<file path="config.mk">
export PLATFORM = sky130hd
export DESIGN_NAME = rsf_ram
export DESIGN_NICKNAME = d
export VERILOG_FILES = /design/src/rtl/rsf_ram.sv
export SDC_FILE = /design/constraint.sdc
export NUM_CORES = 1
export LEC_CHECK = 0
export BUFFER_PORTS_ARGS = -buffer_cell sky130_fd_sc_hd__buf_2
export CAP_MARGIN = 20
export CORE_ASPECT_RATIO = 1.1
export CORE_MARGIN = 2
export CORE_UTILIZATION = 54
export DETAILED_ROUTE_END_ITERATION = 12
export GPL_TIMING_DRIVEN = 0
export HOLD_SLACK_MARGIN = 0.05
export MAX_ROUTING_LAYER = met4
export PLACE_DENSITY = 0.74
export SLEW_MARGIN = 20
export SYNTH_ARGS = -nofsm -noshare
export SYNTH_HDL_FRONTEND = slang
export SYNTH_SLANG_ARGS = --single-unit
</file>
<file path="constraint.sdc">
create_clock -name clk -period 1.65 [get_ports clk]
set_input_delay 0.0825 -clock clk [delete_from_list [all_inputs] [get_ports clk]]
set_output_delay 0.0825 -clock clk [all_outputs]
set_load 0.03 [all_outputs]
</file>
<file path="src/rtl/rsf_ram.sv">
`timescale 1ns / 1ps
`default_nettype none

module rsf_ram #(
  parameter int WIDTH = 8,
  parameter int DEPTH = 16,
  localparam int AW = (DEPTH > 1) ? $clog2(DEPTH) : 1
) (
  input  wire logic             clk,
  input  wire logic             we,
  input  wire logic [AW-1:0]    waddr,
  input  wire logic [WIDTH-1:0] wdata,
  input  wire logic [AW-1:0]    raddr,
  output logic      [WIDTH-1:0] rdata
);

  logic [WIDTH-1:0] mem [DEPTH];

  // One write port and one registered read port.
  always_ff @(posedge clk) begin
    if (we) begin
      mem[waddr] <= wdata;
    end
    rdata <= mem[raddr];
  end

endmodule

`default_nettype wire

</file>
# Word-level counts from Yosys, hierarchy flattened
# Memories as Yosys holds them, arrays and structs flattened. A register that Yosys moved wholly into a read port is not among the register bits.
# Cells that the tools add are included.
# word_totals
memories	1
out_inout_bits	8
mem_bits_rw	128
regBits	0
# memory_table
memory	words	width	read_ports	rd_ports_with_merged_regs	wr	line	text
mem	16	8	1	1	1	17	logic [WIDTH-1:0] mem [DEPTH];
# classes
muxes	2
# ops
cell	n
$mux 1	2

# Logic depth before layout (Yosys ltp)
# Gate-level depths: netlist of run 1.
# depth
depth_word	2
mapped_depth	5
ltp_nobuf	3

# Least setup slack after synthesis of run 1
# Ideal clock, no wire load.
# synth_timing
path_kind	input -> register
start	input waddr[2]
end	memory mem[0][0] (enable)
path_stages	2
required_ns	1.267
setup_ns	0.383
arrival_time_ns	1.192
setup_slack_ns	0.075
path_cell_list	or3b_2 -> nor3_1
# synth_rtl
item	line	text
start, declared	11	input wire logic [AW-1:0] waddr,
end, declared	17	
# No word-level cell before the write port.

==> impl_results.rst, run 1 <==
.. list-table::
   :header-rows: 1

   * - Metric
     - Value
   * - Run status
     - finished clean
   * - Pin count of the biggest net entering global routing
     - 17
   * - Initial standard-cell utilization of the core
     - 55.3%
   * - Buffer count from post-CTS setup fixing
     - 0
   * - Leak
     - 2.04 nW
   * - Worst R2R Start
     - mem[0][7]
   * - Clock transition time at the flip-flop clock pins of the worst setup and hold paths
     - 60 ps
   * - Inserted Diodes
     - 0
   * - Synthesized netlist cell count
     - 229
   * - Largest area contributor in the netlist
     - sky130_fd_sc_hd__edfxtp_1
   * - Number of setup violations in the final report
     - 0
   * - Routed wire length
     - 10000 um
   * - Share of final-layout standard cells stronger than drive strength 1
     - 27.6%
   * - Worst slack on hold paths
     - 106 ps
   * - Startpoint-to-endpoint class of the critical path
     - flop to flop
   * - Top cells by count, synth
     - 128 x sky130_fd_sc_hd__edfxtp_1, 18 x sky130_fd_sc_hd__mux4_2, 16 x sky130_fd_sc_hd__a22oi_1
   * - Transition time at the pin with the least slew margin
     - 833 ps
   * - Post-CTS resize count
     - 0
   * - Critical-path maximum fanout
     - 1
   * - Largest stage delay on the critical path
     - 500 ps
   * - Post-route total power
     - 7.70 mW
   * - Depth of the CTS H-tree
     - 4
   * - Total of warnings raised by yosys
     - 0
   * - Die X
     - 97.1 um
   * - Floorplan Core Area
     - 9310 sq um
   * - Hold/Removal Path Class
     - primary input to flop
   * - First-pass iteration count of the detailed router
     - 6
   * - Share of the core filled with cells in the final layout
     - 65.1%
   * - Synthesized area per cell
     - 22.5 sq um
   * - Detail-routed net length per standard cell
     - 24.4 um
   * - Starting DRT DRC Count
     - 347
   * - Highest-delay cell along the critical path
     - sky130_fd_sc_hd__mux4_2
   * - Areal power density over the cells
     - 1270 nW/um^2
   * - CTS Root Buffer Type
     - sky130_fd_sc_hd__clkbuf_8
   * - Antenna violations before repair
     - 0
   * - Sum of buffers and inverters on the critical path
     - 0
   * - Number of buffers inserted by hold repair at cts
     - 8
   * - TritonCTS Buffers
     - 17
   * - Number of top-level design ports
     - 26
   * - RSZ-0062 raised after global routing
     - false
   * - Chip height
     - 106 um
   * - Fin. Hold Viols
     - 0
   * - Startpoint type of the worst setup path
     - flop
   * - Port Buffer Count
     - 24
   * - Chain of cells forming the critical path
     - mux4_2, a22oi_1, nand2_1
   * - Full die area
     - 10300 sq um
   * - Critical Path Sink Type
     - flop
   * - Hold endpoint
     - mem[0][3]
   * - Estimated wirelength of the detail-placed design
     - 5910 um
   * - Clock Sink Count
     - 136
   * - Data arrival at the endpoint of the critical path
     - 1930 ps
   * - Number of maximum-capacitance violations
     - 0
   * - GPL Wtd Cong
     - 0.734
   * - GRT Residual Overflow
     - 0
   * - Final instance area
     - 6050 sq um
   * - Post-route minimum period
     - 1530 ps
   * - CP delay by family, top
     - multiplexers
   * - Area grow syn2layout
     - 17.6%
   * - Clk_lat worst skew
     - 520 ps
   * - Fraction of synthesis flops using an asynchronous set or reset pin
     - 0%
   * - Post-synthesis cell area
     - 5150 sq um
   * - Total GRT Usage
     - 21.7%
   * - Hold wc startpoint
     - waddr[1]
   * - Critical register-to-register path endpoint
     - rdata[7]
   * - Sum Neg Setup Slack
     - 0 ps
   * - Cell Rows
     - 37
   * - Number of flops mapped to enable cells by yosys
     - 128
   * - Most numerous cell in the Yosys netlist
     - sky130_fd_sc_hd__edfxtp_1
   * - Final period util
     - 92.6%
   * - Highest clock rate
     - 0.654 GHz
   * - Yosys cell types
     - 19
   * - Ratio of routed vias to standard cells
     - 5.99
   * - Syn_nets
     - 247
   * - Total number of vias
     - 2457
   * - Routed Antenna Nets
     - 0
   * - Worst vdd rail ir drop
     - 0.854 mV
   * - Portion of synthesized cell area occupied by the leading cell type
     - 74.7%
   * - Final clock skew
     - 6.75 ps
   * - Most frequently used flop master after synthesis
     - sky130_fd_sc_hd__edfxtp_1
   * - First-pass GRT wire length
     - 14800 um
   * - Placed cell area
     - 5430 sq um
   * - Cell depth of the worst flop-to-flop path
     - 3
   * - Maximum root-to-sink buffer count
     - 2
   * - Required time of the critical path
     - 2050 ps
   * - Post-synthesis register bit count
     - 136
   * - Post-synthesis sequential area ratio
     - 77.8%
   * - Hold Path Cell Cnt
     - 2
   * - Biggest area contributors in the synthesized netlist
     - sky130_fd_sc_hd__edfxtp_1 75%, sky130_fd_sc_hd__mux4_2 7.9%, sky130_fd_sc_hd__mux4_1 7.1%
   * - Final Net Count
     - 298
   * - Worst max-slew margin expressed relative to the limit
     - 44.3%
   * - CTS tree
     - done
   * - Vias in the first global route
     - 2473
   * - DRC Markers
     - 0
   * - Worst-case register-to-register setup slack
     - 120 ps
   * - Max-slew violations
     - 0
## worst max-delay path by stage
stage                end  startpoint  cells after the start  slack [ps]
5_1_grt         rdata[7]   mem[0][7]                      3         130
3_5_place_dp   mem[2][0]    waddr[2]                      3        -130
3_3_place_gp   mem[0][0]    waddr[2]                      3        -430
4_1_cts         rdata[7]   mem[0][7]                      3         140
6_report        rdata[7]   mem[0][7]                      3         120
2_1_floorplan  mem[0][0]    waddr[2]                      2          70
## state kept, by name, indices dropped and copies added (netlist names)
register,flops
mem,128
rdata,8
## worst reg2reg max path, cell delays in order, from the launching register on
cell and delay (ps):
sky130_fd_sc_hd__edfxtp_1 410, sky130_fd_sc_hd__mux4_2 500, sky130_fd_sc_hd__a22oi_1 390, sky130_fd_sc_hd__nand2_1 100
## cell usage in the layout (no fill, tap or decap), types with 5 or more instances in the layout
cell type	netlist	routed
sky130_fd_sc_hd__clkbuf_1	0	8
sky130_fd_sc_hd__edfxtp_1	128	128
sky130_fd_sc_hd__mux4_2	18	18
sky130_fd_sc_hd__nor2_1	13	13
sky130_fd_sc_hd__mux4_1	14	14
sky130_fd_sc_hd__dlygate4sd3_1	0	8
sky130_fd_sc_hd__dfxtp_1	8	8
sky130_fd_sc_hd__nand2_1	9	9
sky130_fd_sc_hd__buf_2	3	27
sky130_fd_sc_hd__clkbuf_16	0	16
sky130_fd_sc_hd__clkbuf_8	0	5
sky130_fd_sc_hd__a22oi_1	16	16
## power breakdown
group          leakage, nW  switching, mW  internal [mW]
registers             1.22         0.0197           3.87
logic                0.553          0.260          0.166
clock network        0.265           1.23           2.15
total                 2.04           1.51           6.19
## cells by family after synthesis
logic type             synth area share [%]
muxes                                  15.0
and+or+nand+nor                        3.18
DFF                                    77.8
AOI/OAI and AO/OA                      2.33
buffers and inverters                  1.68
## per-layer routing
| metal | up-vias | wire [um] | global-route usage (%) |
|---|---|---|---|
| met5 | - | 0 | - |
| met4 | 0 | 180 | 10.5 |
| met1 | 1248 | 4000 | 27.7 |
| met3 | 9 | 688 | 5.59 |
| li1 | 1071 | - | - |
| met2 | 129 | 5130 | 33.1 |
## final cells by class
class                   count  area [sq um]
plain buffers              10          86.3
clock buffers              29           499
clock inverters             3          40.0
fillers                   585          3250
multi-input cells          83          1080
flip-flops and latches    136          4000
well taps                 117           146
repair buffers             32           200
## through the flow
step / instances / setup WS, ps
after floorplan: 229 / 74.6
after global placement: 370 / -430
after detailed placement: 370 / -130
after CTS: 410 / 139
after global routing: 410 / 126
final: 410 / 122
Note: power is estimated with default switching activity, not from simulation.
==> run 2: changes to the inputs <==
Settings changed: CORE_UTILIZATION 54 to 60, PLACE_DENSITY 0.74 to 0.78.
Clock period 1.65 ns to 1.6 ns, I/O delays scaled along.
==> impl_results.rst, run 2 (synthesis gave the netlist of run 1 again) <==
.. list-table::
   :header-rows: 1

   * - Metric
     - Value
   * - Share of the core filled with cells in the final layout
     - 72.8%
   * - Depth of the CTS H-tree
     - 4
   * - CTS Root Buffer Type
     - sky130_fd_sc_hd__clkbuf_8
   * - Floorplan Core Area
     - 8360 sq um
   * - Cell Rows
     - 35
   * - Biggest registers after layout
     - mem x128, rdata x8
   * - Largest stage delay on the critical path
     - 620 ps
   * - CTS tree
     - done
   * - Vias in the first global route
     - 2443
   * - Hold Path Cell Cnt
     - 2
   * - Final period util
     - 93.6%
   * - Data arrival at the endpoint of the critical path
     - 1650 ps
   * - Number of maximum-capacitance violations
     - 0
   * - Sum Neg Setup Slack
     - 0 ps
   * - Critical-path maximum fanout
     - 8
   * - Critical register-to-register path endpoint
     - rdata[0]
   * - Post-route minimum period
     - 1500 ps
   * - Estimated wirelength of the detail-placed design
     - 5780 um
   * - Total GRT Usage
     - 24.1%
   * - GPL Wtd Cong
     - 0.751
   * - Final Net Count
     - 299
   * - Highest clock rate
     - 0.668 GHz
   * - Buffer count from post-CTS setup fixing
     - 0
   * - Final clock skew
     - 6.29 ps
   * - Die X
     - 92.3 um
   * - Worst R2R Start
     - mem[5][0]
   * - Initial standard-cell utilization of the core
     - 61.5%
   * - First-pass iteration count of the detailed router
     - 5
   * - Hold/Removal Path Class
     - primary input to flop
   * - Clk_lat worst skew
     - 520 ps
   * - Worst slack on hold paths
     - 80.2 ps
   * - Starting DRT DRC Count
     - 245
   * - Number of top-level design ports
     - 26
   * - Run status
     - finished clean
   * - Leak
     - 2.06 nW
   * - Required time of the critical path
     - 1750 ps
   * - Chain of cells forming the critical path
     - dlygate4sd3_1, buf_2, nand2b_1, nor2_1
   * - Startpoint type of the worst setup path
     - primary input
   * - Worst slack at placement
     - -190 ps
   * - Antenna violations before repair
     - 0
   * - Cell depth of the worst flop-to-flop path
     - 3
   * - Leading cell type in the layout, fill and taps excluded
     - sky130_fd_sc_hd__edfxtp_1
   * - Share of final-layout standard cells stronger than drive strength 1
     - 29.6%
   * - Pin count of the biggest net entering global routing
     - 17
   * - Worst max-slew margin expressed relative to the limit
     - 43.2%
   * - Transition time at the pin with the least slew margin
     - 848 ps
   * - Total number of vias
     - 2460
   * - Highest-delay cell along the critical path
     - sky130_fd_sc_hd__nor2_1
   * - Hold endpoint
     - mem[12][5]
   * - Full die area
     - 9340 sq um
   * - Inserted Diodes
     - 0
   * - RSZ-0062 raised after global routing
     - false
   * - Maximum root-to-sink buffer count
     - 2
   * - Reg with most FFs
     - mem
   * - Routed Antenna Nets
     - 0
   * - Ratio of routed vias to standard cells
     - 6.07
   * - Number of setup violations in the final report
     - 0
   * - Fin. Hold Viols
     - 0
   * - Worst-case register-to-register setup slack
     - 110 ps
   * - DRC Markers
     - 0
   * - Number of fillers in the final layout
     - 463
   * - Startpoint-to-endpoint class of the critical path
     - primary input to flop
   * - Leading cell types in the layout, fill and taps excluded
     - 128 x sky130_fd_sc_hd__edfxtp_1, 27 x sky130_fd_sc_hd__buf_2, 18 x sky130_fd_sc_hd__mux4_2
   * - Area grow syn2layout
     - 18.3%
   * - Clock Sink Count
     - 136
   * - GRT Residual Overflow
     - 0
   * - Chip height
     - 101 um
   * - Clock transition time at the flip-flop clock pins of the worst setup and hold paths
     - 60 ps
   * - Detail-routed net length per standard cell
     - 24.5 um
   * - Max-slew violations
     - 0
   * - First-pass GRT wire length
     - 14700 um
   * - Critical Path Sink Type
     - flop
   * - Worst vdd rail ir drop
     - 0.907 mV
   * - Port Buffer Count
     - 24
   * - Hold wc startpoint
     - waddr[0]
   * - TritonCTS Buffers
     - 17
   * - Areal power density over the cells
     - 1340 nW/um^2
   * - Setup ws final
     - 102 ps
   * - Routed wire length
     - 9930 um
   * - Max reg flops
     - 128
## run 2: worst max-delay path by stage
stage                         from         to  cells after the start
after CTS                 waddr[1]  mem[9][0]                      4
after detailed placement  waddr[2]  mem[3][2]                      3
after global routing      waddr[1]  mem[9][6]                      4
after global placement    waddr[2]  mem[0][7]                      3
after floorplan           waddr[2]  mem[0][0]                      2
final                     waddr[1]  mem[1][0]                      4
## run 2: per-layer routing
metal	global-route usage [%]	wire length, um	part of all wire [%]
met1	33.1	4210	42
met2	35.5	4950	50
met3	6.40	588	5.9
met4	9.30	181	1.8
met5	-	0	0
## run 2: power breakdown
group,internal (mW),switching (mW)
logic,0.173,0.267
clock network,2.29,1.43
registers,3.98,0.0192
## run 2: layout make-up
type                       instances  area, sq um  share of cell area (%)
clock buffer                      20          445                    7.32
tap                              111          139                    2.28
buffer                            10         86.3                    1.42
multi-input combinational         83         1080                    17.7
timing repair buffer              33          210                    3.45
sequential                       136         4000                    65.8
clock inverter                    12          125                    2.06
## run 2: timing repair
item,4_1_cts,5_1_grt
hold buffers,9,0
resized for setup,0,0
hold endpoints to repair,131,0
## run 2: per-stage QoR
step,std cells,power [mW],cell area (sq um)
final,405,8.16,6090
after global routing,405,8.38,6090
after CTS,405,8.20,6090
after detailed placement,364,4.50,5430
after global placement,364,4.47,5410
after floorplan,229,4.32,5150
## run 2: worst max-delay path, delay by kind of cell
kind	cells	cell delay (ps)
AND/OR/NAND/NOR	2	850
buffers and inverters	2	710
